`src/rtl/mcfe_pkg.sv`:
```
package mcfe_pkg;

    // field and register widths
    localparam int SMP_W     = 16;
    localparam int BUS_W     = 26;
    localparam int WORK_W    = 24;
    localparam int FREQ_W    = 37;
    localparam int CYC_W     = 32;

    // apb port
    localparam int ADDR_W    = 3;
    localparam int DATA_W    = 32;

    // register indexes, taken from paddr[2]
    localparam logic REG_BUS_HZ = 1'b0;
    localparam logic REG_WORK   = 1'b1;

    // operation codes
    localparam logic OP_SAMPLE  = 1'b0;
    localparam logic OP_CONVERT = 1'b1;

    // reset values
    localparam logic [BUS_W-1:0]  BUS_HZ_RST = BUS_W'(7093790);
    localparam logic [WORK_W-1:0] WORK_RST   = WORK_W'(131072);
    localparam logic [FREQ_W-1:0] FREQ_RST   = FREQ_W'(50000000);

    localparam int NUM_SAMPLES_DEF = 8;

    // arithmetic
    localparam int CAL_MUL   = 19;     // 0.95 folded in: 2 / (19 * elapsed)
    localparam int MS_MUL    = 1000;
    localparam int DEN_W     = 21;     // 19 * 65535
    localparam int WB_W      = WORK_W + BUS_W;
    localparam int W1000_W   = 34;
    localparam int T10_W     = SMP_W + 4;
    localparam int FREQ_LO_W = 19;
    localparam int PPL_W     = T10_W + FREQ_LO_W;
    localparam int PPH_W     = T10_W + FREQ_W - FREQ_LO_W;
    localparam int DVD_W     = T10_W + FREQ_W;
    localparam int DVS_W     = BUS_W;

    typedef enum logic [2:0] {
        S_IDLE,
        S_SORT,
        S_MUL,
        S_SUM,
        S_DIV,
        S_RESULT
    } t_state;

    typedef struct packed {
        logic capture;
        logic sort_step;
        logic mul;
        logic div_start;
        logic load;
    } t_cmd;

    typedef struct packed {
        logic last_sample;
        logic sort_last;
        logic div_busy;
        logic out_free;
    } t_status;

endpackage

```
`src/rtl/mcfe_in_if.sv`:
```
interface mcfe_in_if;
    logic                       valid;
    logic                       ready;
    logic                       op;
    logic [mcfe_pkg::SMP_W-1:0] count;

    modport source (output valid, output op, output count, input ready);
    modport sink   (input valid, input op, input count, output ready);
endinterface

```
`src/rtl/mcfe_out_if.sv`:
```
interface mcfe_out_if;
    logic                        valid;
    logic                        ready;
    logic                        calibration_done;
    logic [mcfe_pkg::FREQ_W-1:0] freq_hz;
    logic [mcfe_pkg::CYC_W-1:0]  cycles;
    logic                        calibrated;

    modport source (output valid, output calibration_done, output freq_hz, output cycles,
                    output calibrated, input ready);
    modport sink   (input valid, input calibration_done, input freq_hz, input cycles,
                    input calibrated, output ready);
endinterface

```
`src/rtl/median_clock_frequency_estimator_core.sv`:
```
// one item at a time; a sample that does not complete a set goes straight to the result state
// a convert goes through the multiply, sum, divide and result states; a sample completing a set
// sorts first and then takes the same path through the 57-step restoring divider
// a new item is taken while the previous result still waits in the output register
// synchronous active-low reset: sample count and calibrated flag cleared, estimate set to 50 MHz,
// registers back to defaults; the sample store holds no reset value and is filled before use
module median_clock_frequency_estimator_core #(
    parameter int NUM_SAMPLES = mcfe_pkg::NUM_SAMPLES_DEF
) (
    input  logic                          i_clk,
    input  logic                          i_rst_n,
    input  logic                          psel,
    input  logic                          penable,
    input  logic                          pwrite,
    input  logic [mcfe_pkg::ADDR_W-1:0]   paddr,
    input  logic [mcfe_pkg::DATA_W-1:0]   pwdata,
    output logic [mcfe_pkg::DATA_W-1:0]   prdata,
    output logic                          pready,
    mcfe_in_if.sink                       i_in,
    mcfe_out_if.source                    o_out
);

    logic [mcfe_pkg::BUS_W-1:0]  bus_hz;
    logic [mcfe_pkg::WORK_W-1:0] work;
    mcfe_pkg::t_cmd              cmd;
    mcfe_pkg::t_status           status;
    logic                        in_ready;
    logic                        out_valid;
    logic                        out_done;
    logic [mcfe_pkg::FREQ_W-1:0] out_freq;
    logic [mcfe_pkg::CYC_W-1:0]  out_cyc;
    logic                        out_cal;

    mcfe_cfg u_cfg (
        .i_clk    (i_clk),
        .i_rst_n  (i_rst_n),
        .psel     (psel),
        .penable  (penable),
        .pwrite   (pwrite),
        .paddr    (paddr),
        .pwdata   (pwdata),
        .prdata   (prdata),
        .pready   (pready),
        .o_bus_hz (bus_hz),
        .o_work   (work)
    );

    mcfe_ctrl u_ctrl (
        .i_clk      (i_clk),
        .i_rst_n    (i_rst_n),
        .i_in_valid (i_in.valid),
        .i_in_op    (i_in.op),
        .o_in_ready (in_ready),
        .i_status   (status),
        .o_cmd      (cmd)
    );

    mcfe_dp #(
        .NUM_SAMPLES (NUM_SAMPLES)
    ) u_dp (
        .i_clk              (i_clk),
        .i_rst_n            (i_rst_n),
        .i_cmd              (cmd),
        .o_status           (status),
        .i_op               (i_in.op),
        .i_count            (i_in.count),
        .i_bus_hz           (bus_hz),
        .i_work             (work),
        .i_out_ready        (o_out.ready),
        .o_out_valid        (out_valid),
        .o_calibration_done (out_done),
        .o_freq_hz          (out_freq),
        .o_cycles           (out_cyc),
        .o_calibrated       (out_cal)
    );

    assign i_in.ready             = in_ready;
    assign o_out.valid            = out_valid;
    assign o_out.calibration_done = out_done;
    assign o_out.freq_hz          = out_freq;
    assign o_out.cycles           = out_cyc;
    assign o_out.calibrated       = out_cal;

endmodule

```
`src/rtl/mcfe_cfg.sv`:
```
module mcfe_cfg (
    input  logic                          i_clk,
    input  logic                          i_rst_n,
    input  logic                          psel,
    input  logic                          penable,
    input  logic                          pwrite,
    input  logic [mcfe_pkg::ADDR_W-1:0]   paddr,
    input  logic [mcfe_pkg::DATA_W-1:0]   pwdata,
    output logic [mcfe_pkg::DATA_W-1:0]   prdata,
    output logic                          pready,
    output logic [mcfe_pkg::BUS_W-1:0]    o_bus_hz,
    output logic [mcfe_pkg::WORK_W-1:0]   o_work
);

    logic [mcfe_pkg::BUS_W-1:0]  r_bus_hz;
    logic [mcfe_pkg::WORK_W-1:0] r_work;
    logic                        wr_en;

    assign wr_en  = psel && penable && pwrite;
    assign pready = 1'b1;

    always_ff @(posedge i_clk) begin
        if (!i_rst_n) begin
            r_bus_hz <= mcfe_pkg::BUS_HZ_RST;
            r_work   <= mcfe_pkg::WORK_RST;
        end else if (wr_en) begin
            case (paddr[2])
                mcfe_pkg::REG_BUS_HZ: r_bus_hz <= pwdata[mcfe_pkg::BUS_W-1:0];
                mcfe_pkg::REG_WORK:   r_work   <= pwdata[mcfe_pkg::WORK_W-1:0];
                default: ;
            endcase
        end
    end

    always_comb begin
        case (paddr[2])
            mcfe_pkg::REG_BUS_HZ: prdata = mcfe_pkg::DATA_W'(r_bus_hz);
            mcfe_pkg::REG_WORK:   prdata = mcfe_pkg::DATA_W'(r_work);
            default:              prdata = '0;
        endcase
    end

    assign o_bus_hz = r_bus_hz;
    assign o_work   = r_work;

endmodule

```
`src/rtl/mcfe_div.sv`:
```
module mcfe_div (
    input  logic                         i_clk,
    input  logic                         i_rst_n,
    input  logic                         i_start,
    input  logic [mcfe_pkg::DVD_W-1:0]   i_dividend,
    input  logic [mcfe_pkg::DVS_W-1:0]   i_divisor,
    output logic                         o_busy,
    output logic [mcfe_pkg::DVD_W-1:0]   o_quotient
);

    localparam int CNT_W = $clog2(mcfe_pkg::DVD_W + 1);

    logic [CNT_W-1:0]             r_cnt;
    logic                         r_busy;
    logic [mcfe_pkg::DVD_W-1:0]   r_quo;
    logic [mcfe_pkg::DVS_W-1:0]   r_rem;
    logic [mcfe_pkg::DVS_W-1:0]   r_dvs;
    logic [mcfe_pkg::DVS_W:0]     rem_sh;
    logic [mcfe_pkg::DVS_W:0]     diff;
    logic                         geq;

    // one restoring step per cycle, dividend bits shift out as quotient bits shift in
    assign rem_sh = {r_rem, r_quo[mcfe_pkg::DVD_W-1]};
    assign geq    = rem_sh >= {1'b0, r_dvs};
    assign diff   = rem_sh - {1'b0, r_dvs};

    always_ff @(posedge i_clk) begin
        if (!i_rst_n) begin
            r_busy <= 1'b0;
            r_cnt  <= '0;
        end else if (i_start) begin
            r_busy <= 1'b1;
            r_cnt  <= CNT_W'(mcfe_pkg::DVD_W);
        end else if (r_busy) begin
            r_cnt <= r_cnt - CNT_W'(1);
            if (r_cnt == CNT_W'(1)) begin
                r_busy <= 1'b0;
            end
        end
    end

    always_ff @(posedge i_clk) begin
        if (i_start) begin
            r_quo <= i_dividend;
            r_rem <= '0;
            r_dvs <= i_divisor;
        end else if (r_busy) begin
            r_quo <= {r_quo[mcfe_pkg::DVD_W-2:0], geq};
            r_rem <= geq ? diff[mcfe_pkg::DVS_W-1:0] : rem_sh[mcfe_pkg::DVS_W-1:0];
        end
    end

    assign o_busy     = r_busy;
    assign o_quotient = r_quo;

endmodule

```
`src/rtl/mcfe_dp.sv`:
```
module mcfe_dp #(
    parameter int NUM_SAMPLES = mcfe_pkg::NUM_SAMPLES_DEF
) (
    input  logic                          i_clk,
    input  logic                          i_rst_n,
    input  mcfe_pkg::t_cmd                i_cmd,
    output mcfe_pkg::t_status             o_status,
    input  logic                          i_op,
    input  logic [mcfe_pkg::SMP_W-1:0]    i_count,
    input  logic [mcfe_pkg::BUS_W-1:0]    i_bus_hz,
    input  logic [mcfe_pkg::WORK_W-1:0]   i_work,
    input  logic                          i_out_ready,
    output logic                          o_out_valid,
    output logic                          o_calibration_done,
    output logic [mcfe_pkg::FREQ_W-1:0]   o_freq_hz,
    output logic [mcfe_pkg::CYC_W-1:0]    o_cycles,
    output logic                          o_calibrated
);

    localparam int IDX_W = $clog2(NUM_SAMPLES);
    localparam int MED   = NUM_SAMPLES / 2;

    // sample store and odd-even transposition sorter
    logic [mcfe_pkg::SMP_W-1:0] r_smp [NUM_SAMPLES];
    logic [mcfe_pkg::SMP_W-1:0] n_smp [NUM_SAMPLES];
    logic [IDX_W-1:0]           r_sample_count;
    logic [IDX_W-1:0]           r_sort_cnt;

    // per item
    logic                         r_op;
    logic                         r_calib;
    logic [mcfe_pkg::SMP_W-1:0]   r_count;

    // product stage
    logic [mcfe_pkg::WB_W-1:0]    r_wb;
    logic [mcfe_pkg::DEN_W-1:0]   r_den;
    logic [mcfe_pkg::W1000_W-1:0] r_w1000;
    logic                         r_med_zero;
    logic [mcfe_pkg::PPL_W-1:0]   r_pp_lo;
    logic [mcfe_pkg::PPH_W-1:0]   r_pp_hi;
    logic [mcfe_pkg::T10_W-1:0]   t10;
    logic                         r_num_zero;

    // divider
    logic [mcfe_pkg::DVD_W-1:0]   dvd;
    logic [mcfe_pkg::DVS_W-1:0]   dvs;
    logic                         div_busy;
    logic [mcfe_pkg::DVD_W-1:0]   quo;

    // estimate state and output stage
    logic [mcfe_pkg::FREQ_W-1:0]  r_cpu_freq;
    logic                         r_calibrated;
    logic [mcfe_pkg::FREQ_W-1:0]  freq_sat;
    logic [mcfe_pkg::FREQ_W-1:0]  freq_new;
    logic [mcfe_pkg::CYC_W-1:0]   cyc_val;
    logic                         r_out_valid;
    logic                         r_out_done;
    logic [mcfe_pkg::FREQ_W-1:0]  r_out_freq;
    logic [mcfe_pkg::CYC_W-1:0]   r_out_cyc;
    logic                         r_out_cal;

    always_comb begin
        n_smp = r_smp;
        for (int k = 0; k + 1 < NUM_SAMPLES; k++) begin
            if ((k[0] == r_sort_cnt[0]) && (r_smp[k] > r_smp[k+1])) begin
                n_smp[k]   = r_smp[k+1];
                n_smp[k+1] = r_smp[k];
            end
        end
    end

    always_ff @(posedge i_clk) begin
        if (i_cmd.capture && !i_op) begin
            r_smp[r_sample_count] <= ~i_count;
        end else if (i_cmd.sort_step) begin
            r_smp <= n_smp;
        end
    end

    always_ff @(posedge i_clk) begin
        if (!i_rst_n) begin
            r_sample_count <= '0;
            r_sort_cnt     <= '0;
        end else if (i_cmd.capture) begin
            r_sort_cnt <= '0;
            if (!i_op) begin
                r_sample_count <= o_status.last_sample ? '0 : r_sample_count + IDX_W'(1);
            end
        end else if (i_cmd.sort_step) begin
            r_sort_cnt <= r_sort_cnt + IDX_W'(1);
        end
    end

    always_ff @(posedge i_clk) begin
        if (i_cmd.capture) begin
            r_op    <= i_op;
            r_calib <= !i_op && o_status.last_sample;
            r_count <= i_count;
        end
    end

    // ticks * 10
    assign t10 = mcfe_pkg::T10_W'({r_count, 3'b000}) + mcfe_pkg::T10_W'({r_count, 1'b0});

    always_ff @(posedge i_clk) begin
        if (i_cmd.mul) begin
            r_wb       <= mcfe_pkg::WB_W'(i_work) * mcfe_pkg::WB_W'(i_bus_hz);
            r_den      <= mcfe_pkg::DEN_W'(r_smp[MED]) * mcfe_pkg::DEN_W'(mcfe_pkg::CAL_MUL);
            r_w1000    <= mcfe_pkg::W1000_W'(i_work) * mcfe_pkg::W1000_W'(mcfe_pkg::MS_MUL);
            r_med_zero <= r_smp[MED] == '0;
            r_pp_lo    <= mcfe_pkg::PPL_W'(t10)
                        * mcfe_pkg::PPL_W'(r_cpu_freq[mcfe_pkg::FREQ_LO_W-1:0]);
            r_pp_hi    <= mcfe_pkg::PPH_W'(t10)
                        * mcfe_pkg::PPH_W'(r_cpu_freq[mcfe_pkg::FREQ_W-1:mcfe_pkg::FREQ_LO_W]);
        end
    end

    // calibration: work * bus * 2 / (19 * median); convert: ticks * 10 * freq / bus
    assign dvd = r_op ? mcfe_pkg::DVD_W'(r_pp_lo)
                        + (mcfe_pkg::DVD_W'(r_pp_hi) << mcfe_pkg::FREQ_LO_W)
                      : mcfe_pkg::DVD_W'({r_wb, 1'b0});
    assign dvs = r_op ? i_bus_hz : mcfe_pkg::DVS_W'(r_den);

    always_ff @(posedge i_clk) begin
        if (i_cmd.div_start) begin
            r_num_zero <= dvd == '0;
        end
    end

    mcfe_div u_div (
        .i_clk      (i_clk),
        .i_rst_n    (i_rst_n),
        .i_start    (i_cmd.div_start),
        .i_dividend (dvd),
        .i_divisor  (dvs),
        .o_busy     (div_busy),
        .o_quotient (quo)
    );

    assign freq_sat = (|quo[mcfe_pkg::DVD_W-1:mcfe_pkg::FREQ_W]) ? '1
                                                                 : quo[mcfe_pkg::FREQ_W-1:0];
    // zero median means 1 ms without the 0.95 factor
    assign freq_new = r_med_zero ? mcfe_pkg::FREQ_W'(r_w1000) : freq_sat;

    always_comb begin
        if (!r_op || r_num_zero) begin
            cyc_val = '0;
        end else if (|quo[mcfe_pkg::DVD_W-1:mcfe_pkg::CYC_W]) begin
            cyc_val = '1;
        end else begin
            cyc_val = quo[mcfe_pkg::CYC_W-1:0];
        end
    end

    always_ff @(posedge i_clk) begin
        if (!i_rst_n) begin
            r_cpu_freq   <= mcfe_pkg::FREQ_RST;
            r_calibrated <= 1'b0;
            r_out_valid  <= 1'b0;
        end else begin
            if (i_cmd.load) begin
                r_out_valid <= 1'b1;
                if (r_calib) begin
                    r_cpu_freq   <= freq_new;
                    r_calibrated <= 1'b1;
                end
            end else if (i_out_ready) begin
                r_out_valid <= 1'b0;
            end
        end
    end

    always_ff @(posedge i_clk) begin
        if (i_cmd.load) begin
            r_out_done <= r_calib;
            r_out_freq <= r_calib ? freq_new : r_cpu_freq;
            r_out_cyc  <= cyc_val;
            r_out_cal  <= r_calib || r_calibrated;
        end
    end

    assign o_status.last_sample = r_sample_count == IDX_W'(NUM_SAMPLES - 1);
    assign o_status.sort_last   = r_sort_cnt == IDX_W'(NUM_SAMPLES - 1);
    assign o_status.div_busy    = div_busy;
    assign o_status.out_free    = !r_out_valid || i_out_ready;

    assign o_out_valid        = r_out_valid;
    assign o_calibration_done = r_out_done;
    assign o_freq_hz          = r_out_freq;
    assign o_cycles           = r_out_cyc;
    assign o_calibrated       = r_out_cal;

endmodule

```
`src/rtl/mcfe_ctrl.sv`:
```
module mcfe_ctrl (
    input  logic               i_clk,
    input  logic               i_rst_n,
    input  logic               i_in_valid,
    input  logic               i_in_op,
    output logic               o_in_ready,
    input  mcfe_pkg::t_status  i_status,
    output mcfe_pkg::t_cmd     o_cmd
);

    mcfe_pkg::t_state r_state;
    mcfe_pkg::t_state n_state;

    always_ff @(posedge i_clk) begin
        if (!i_rst_n) begin
            r_state <= mcfe_pkg::S_IDLE;
        end else begin
            r_state <= n_state;
        end
    end

    always_comb begin
        n_state    = r_state;
        o_cmd      = '0;
        o_in_ready = 1'b0;
        case (r_state)
            mcfe_pkg::S_IDLE: begin
                o_in_ready = 1'b1;
                if (i_in_valid) begin
                    o_cmd.capture = 1'b1;
                    if (i_in_op) begin
                        n_state = mcfe_pkg::S_MUL;
                    end else if (i_status.last_sample) begin
                        n_state = mcfe_pkg::S_SORT;
                    end else begin
                        n_state = mcfe_pkg::S_RESULT;
                    end
                end
            end
            mcfe_pkg::S_SORT: begin
                o_cmd.sort_step = 1'b1;
                if (i_status.sort_last) begin
                    n_state = mcfe_pkg::S_MUL;
                end
            end
            mcfe_pkg::S_MUL: begin
                o_cmd.mul = 1'b1;
                n_state   = mcfe_pkg::S_SUM;
            end
            mcfe_pkg::S_SUM: begin
                o_cmd.div_start = 1'b1;
                n_state         = mcfe_pkg::S_DIV;
            end
            mcfe_pkg::S_DIV: begin
                if (!i_status.div_busy) begin
                    n_state = mcfe_pkg::S_RESULT;
                end
            end
            mcfe_pkg::S_RESULT: begin
                if (i_status.out_free) begin
                    o_cmd.load = 1'b1;
                    n_state    = mcfe_pkg::S_IDLE;
                end
            end
            default: begin
                n_state = mcfe_pkg::S_IDLE;
            end
        endcase
    end

endmodule

```
`src/flat_wrapper.sv`:
```
// flat-port wrapper written by rule: the top's interface ports become plain ports
module median_clock_frequency_estimator_core_flat 
#(
    parameter int NUM_SAMPLES = mcfe_pkg::NUM_SAMPLES_DEF
)
  (i_clk, i_rst_n, psel, penable, pwrite, paddr, pwdata, prdata, pready, i_in_valid, i_in_op, i_in_count, i_in_ready, o_out_valid, o_out_calibration_done, o_out_freq_hz, o_out_cycles, o_out_calibrated, o_out_ready);
  mcfe_in_if i_in_i ();
  mcfe_out_if o_out_i ();
  input  logic i_clk;
  input  logic i_rst_n;
  input  logic psel;
  input  logic penable;
  input  logic pwrite;
  input  logic [mcfe_pkg::ADDR_W-1:0] paddr;
  input  logic [mcfe_pkg::DATA_W-1:0] pwdata;
  output logic [mcfe_pkg::DATA_W-1:0] prdata;
  output logic pready;
  input wire logic [$bits(i_in_i.valid)-1:0] i_in_valid;
  input wire logic [$bits(i_in_i.op)-1:0] i_in_op;
  input wire logic [$bits(i_in_i.count)-1:0] i_in_count;
  output wire logic [$bits(i_in_i.ready)-1:0] i_in_ready;
  output wire logic [$bits(o_out_i.valid)-1:0] o_out_valid;
  output wire logic [$bits(o_out_i.calibration_done)-1:0] o_out_calibration_done;
  output wire logic [$bits(o_out_i.freq_hz)-1:0] o_out_freq_hz;
  output wire logic [$bits(o_out_i.cycles)-1:0] o_out_cycles;
  output wire logic [$bits(o_out_i.calibrated)-1:0] o_out_calibrated;
  input wire logic [$bits(o_out_i.ready)-1:0] o_out_ready;
  assign i_in_i.valid = i_in_valid;
  assign i_in_i.op = i_in_op;
  assign i_in_i.count = i_in_count;
  assign i_in_ready = i_in_i.ready;
  assign o_out_valid = o_out_i.valid;
  assign o_out_calibration_done = o_out_i.calibration_done;
  assign o_out_freq_hz = o_out_i.freq_hz;
  assign o_out_cycles = o_out_i.cycles;
  assign o_out_calibrated = o_out_i.calibrated;
  assign o_out_i.ready = o_out_ready;
  median_clock_frequency_estimator_core #(.NUM_SAMPLES(NUM_SAMPLES)) u_core (.i_clk(i_clk), .i_rst_n(i_rst_n), .psel(psel), .penable(penable), .pwrite(pwrite), .paddr(paddr), .pwdata(pwdata), .prdata(prdata), .pready(pready), .i_in(i_in_i), .o_out(o_out_i));
endmodule
```
`config.mk`:
```
export PLATFORM = sky130hd
export DESIGN_NAME = median_clock_frequency_estimator_core_flat
export DESIGN_NICKNAME = d
export VERILOG_FILES = /design/src/rtl/mcfe_pkg.sv /design/src/rtl/mcfe_in_if.sv /design/src/rtl/mcfe_out_if.sv /design/src/rtl/median_clock_frequency_estimator_core.sv /design/src/rtl/mcfe_cfg.sv /design/src/rtl/mcfe_div.sv /design/src/rtl/mcfe_dp.sv /design/src/rtl/mcfe_ctrl.sv /design/src/flat_wrapper.sv
export SDC_FILE = /design/constraint.sdc
export NUM_CORES = 2
export LEC_CHECK = 0
export BUFFER_PORTS_ARGS = -buffer_cell sky130_fd_sc_hd__buf_2
export CAP_MARGIN = 10
export CORE_ASPECT_RATIO = 0.6
export CORE_UTILIZATION = 55
export DETAILED_ROUTE_END_ITERATION = 8
export MAX_ROUTING_LAYER = met4
export PLACE_DENSITY = 0.71
export SLEW_MARGIN = 10
export SYNTH_ARGS = -nofsm -noshare
export SYNTH_HDL_FRONTEND = slang
export SYNTH_SLANG_ARGS = --single-unit
```
`constraint.sdc`:
```
create_clock -name i_clk -period 15.8 [get_ports i_clk]
set_input_delay 2.37 -clock i_clk [delete_from_list [all_inputs] [get_ports i_clk]]
set_output_delay 2.37 -clock i_clk [all_outputs]
set_load 0.01 [all_outputs]
```
==> flow_metrics.py <==
metrics = {
    "timing": {
        "setup_viol": 0,
        "rsz0062_at_grt": "false",
        "worstMarginPinSlew_ns": 1.32,
        "finalMaxSlewViolations": 0,
        "period_share": 0.658,
        "hold_violations": 0,
        "slew-limit-headroom": 0.121,
        "max_freq_mhz": 96.2,
        "totalNegativeSetupSlack_ns": 0,
        "finalClockSkew_ns": 0.0421,
        "fin_crit_ns": 10.39,
    },
    "worst_hold_path": {
        "holdCritStartpoint": "u_core.u_dp.r_sort_cnt[1]",
        "hp-class": "flip-flop to flip-flop",
        "worstHoldEndpoint": "u_core.u_dp.r_sort_cnt[1]",
        "hold_path_depth": 2,
    },
    "critical_path": {
        "path_max_fanout": 33,
        "endpoint_kind": "flip-flop",
        "r2r-end": "u_core.u_dp.r_pp_lo[37]",
        "cp.required_ns": 16.25,
        "path_class": "flip-flop to flip-flop",
        "rrSetupSlack_ns": 5.41,
        "cp.arrival_ns": 10.84,
        "start_kind": "flip-flop",
        "worstRegToRegCells": 35,
        "cp_slowest_cell": "fa_1",
        "cpPeakStageDelay_ns": 0.55,
        "path_common_cell": "fa_1",
        "r2r-start": "u_core.u_dp.r_count[1]",
    },
    "die": {
        "placementRows": 109,
        "die_h_um": 301,
        "pin_count": 165,
        "fp.dieArea_um2": 150000,
        "dieWidth_um": 500,
        "initial_core_util": 0.555,
        "core-area_um2": 147000,
    },
    "grt": {
        "met1_usage": 0.468,
        "grt_busiest_layer": "met1",
        "gr-total-overflow": 0,
        "grt_pass1_wl_mm": 365,
        "grt_max_degree": 92,
        "grtUsageMet3": 0.0746,
        "grt_pass1_vias": 63949,
        "antenna_found_initial": 6,
        "grt_util_met2": 0.455,
        "grtUsageTotal": 0.322,
    },
    "cts": {
        "cts_root_buf": "clkbuf_16",
        "cts_made_buffers": 68,
        "path_clk_slew_ns": 0.06,
        "clockBufferDepth": 3,
        "worstSkewPairLatency_ns": 0.71,
        "post_cts_buffers": 0,
        "cts_tree": "done",
        "clock-sinks": 610,
        "cts_hold_buf": 0,
        "postCtsResizedCells": 0,
        "cts_max_level": 3,
    },
    "drt": {
        "via_per_inst": 5.83,
        "ant_nets": 0,
        "wire_per_inst_um": 21.4,
        "drtIter0Drc": 6362,
        "vias": 62300,
        "drt_first_pass_iters": 8,
        "drc": 0,
        "wirelength_mm": 229,
    },
    "job": {
        "cap_viol_max_count": 0,
    },
    "placed_design": {
        "hpwl_mm": 173,
        "gp_congestion": 0.969,
        "io_buffers": 149,
    },
    "synthesis": {
        "ys_dominant_reg_cell": "edfxtp_1",
        "synth_edf_count": 479,
        "avgSynthCellArea_um2": 9.36,
        "async_flop_share": 0,
        "synth_cell_types": 94,
        "syn-cell-area_um2": 81800,
        "synth-seq-cells": 610,
        "synth_cells": 8740,
        "ys_warn_count": 0,
        "ys_seq_area_frac": 0.208,
    },
    "cells_and_area": {
        "nets": 10559,
        "syn_to_final_growth_pct": 6.13,
        "drive_above_1_share": 0.0707,
    },
    "status": {
        "status": "finished clean",
    },
}
==> layout make-up <==
type	instances	area, um^2
Antenna cell	6	15.0
Fill cell	12504	60600
Multi-Input combinational cell	6037	57000
Tap cell	1998	2500
Sequential cell	610	17000
Timing Repair Buffer	281	1740
Inverter	1621	6080
Clock buffer	89	1860
Clock inverter	37	556
==> synthesized netlist by cell type (131+ instances only) <==
master    count  area (um^2)
dfxtp_1     131         2620
xnor2_1     148         1300
ha_1        694         8680
a21oi_1     230         1150
edfxtp_1    479        14400
o21ai_0     212         1060
nand2_1    1091         4100
nand2b_1    131          820
nor3_1      183          916
and2_1      536         3350
fa_1       1187        23800
inv_1      1621         6080
clkbuf_1    436         1640
nor2_1      333         1250
==> cells in the final DEF (no fill, tap or decap), types with 47 or more instances in the layout <==
master     instances
a21oi_1          230
clkbuf_16         68
fa_1            1187
xor2_1            54
nand3_1           97
nor2_1           327
mux2i_1           82
inv_1           1619
o21ai_0          210
mux2_2           121
ha_1             694
xnor2_1          142
nand4_1           47
buf_2            148
o21a_1            61
nor3_1           182
a221o_1           67
a21boi_0          67
nor2b_1           58
nand2_1         1091
edfxtp_1         479
o22ai_1           49
buf_4            132
dfxtp_1          128
and2_1           535
a21o_1           130
nand2b_1         131
==> metrics by stage <==
step | instances | area, um^2 | setup slack [ns] | hold slack, ns | util
6_report | 10679 | 86800 | 5.41 | 0.468 | 0.589
5_1_grt | 10678 | 86800 | 4.83 | 0.496 | 0.589
4_1_cts | 10672 | 86800 | 5.49 | 0.466 | 0.588
3_5_place_dp | 10546 | 84300 | 5.57 | 0.458 | 0.572
3_3_place_gp | 10546 | 84300 | 5.76 | 0.441 | 0.572
2_1_floorplan | 8745 | 81800 | 2.24 | 0.424 | -
==> flip-flops by register name, summed over array words and instances (netlist names), 3 cells and up <==
signal                        count
u_core.u_cfg.o_bus_hz            26
u_core.u_ctrl.r_state             3
u_core.u_dp.r_w1000              31
u_core.u_dp.r_pp_hi              37
u_core.u_cfg.o_work              24
u_core.u_dp.u_div.r_cnt           6
u_core.u_dp.u_div.o_quotient     57
u_core.u_dp.u_div.r_rem          26
u_core.u_dp.o_cycles             32
u_core.u_dp.r_smp               128
u_core.u_dp.r_cpu_freq           37
u_core.u_dp.o_freq_hz            37
u_core.u_dp.r_sort_cnt            3
u_core.u_dp.r_count              16
u_core.u_dp.r_den                21
u_core.u_dp.r_sample_count        3
u_core.u_dp.u_div.r_dvs          26
u_core.u_dp.r_pp_lo              38
u_core.u_dp.r_wb                 50
==> critical path: cells and delay by family (launching register included) <==
kind,cells,cell delay (ns)
adder cells (fa/ha/maj),8,3.60
AO/OA/AOI/OAI,14,3.48
buffers and inverters,7,1.52
AND/OR/NAND/NOR,4,0.81
XOR/XNOR,2,0.37
flip-flops,1,0.32
==> kinds of logic after synthesis <==
group | after synthesis | share of synthesized area
buf+inv | 2098 | 0.0973
flops | 610 | 0.208
fa+ha+maj | 1881 | 0.397
mux | 205 | 0.0271
simple gates | 2614 | 0.153
xor+xnor | 204 | 0.0219
other cells | 2 | 0.0000918
compound gates | 1126 | 0.0957
==> how the worst max path moves through the flow <==
stage                                   from                 endpoint  slack [ns]
floorplan           u_core.u_ctrl.r_state[0]     u_core.u_dp.r_den[0]        2.24
global route          u_core.u_dp.r_count[1]  u_core.u_dp.r_pp_lo[38]        4.83
CTS                   u_core.u_dp.r_count[1]  u_core.u_dp.r_pp_lo[38]        5.49
finish                u_core.u_dp.r_count[1]  u_core.u_dp.r_pp_lo[37]        5.41
global placement      u_core.u_dp.r_count[1]  u_core.u_dp.r_pp_lo[38]        5.76
detailed placement    u_core.u_dp.r_count[1]  u_core.u_dp.r_pp_lo[38]        5.57
==> per-layer routing <==
metal,share of wire,routed length [um]
met1,0.44,102000
met2,0.42,96400
met3,0.11,25500
met4,0.024,5410
met5,0,0
Power is not shown: default switching activity piles up to over one toggle a cycle in this logic, so the estimate is an artifact.
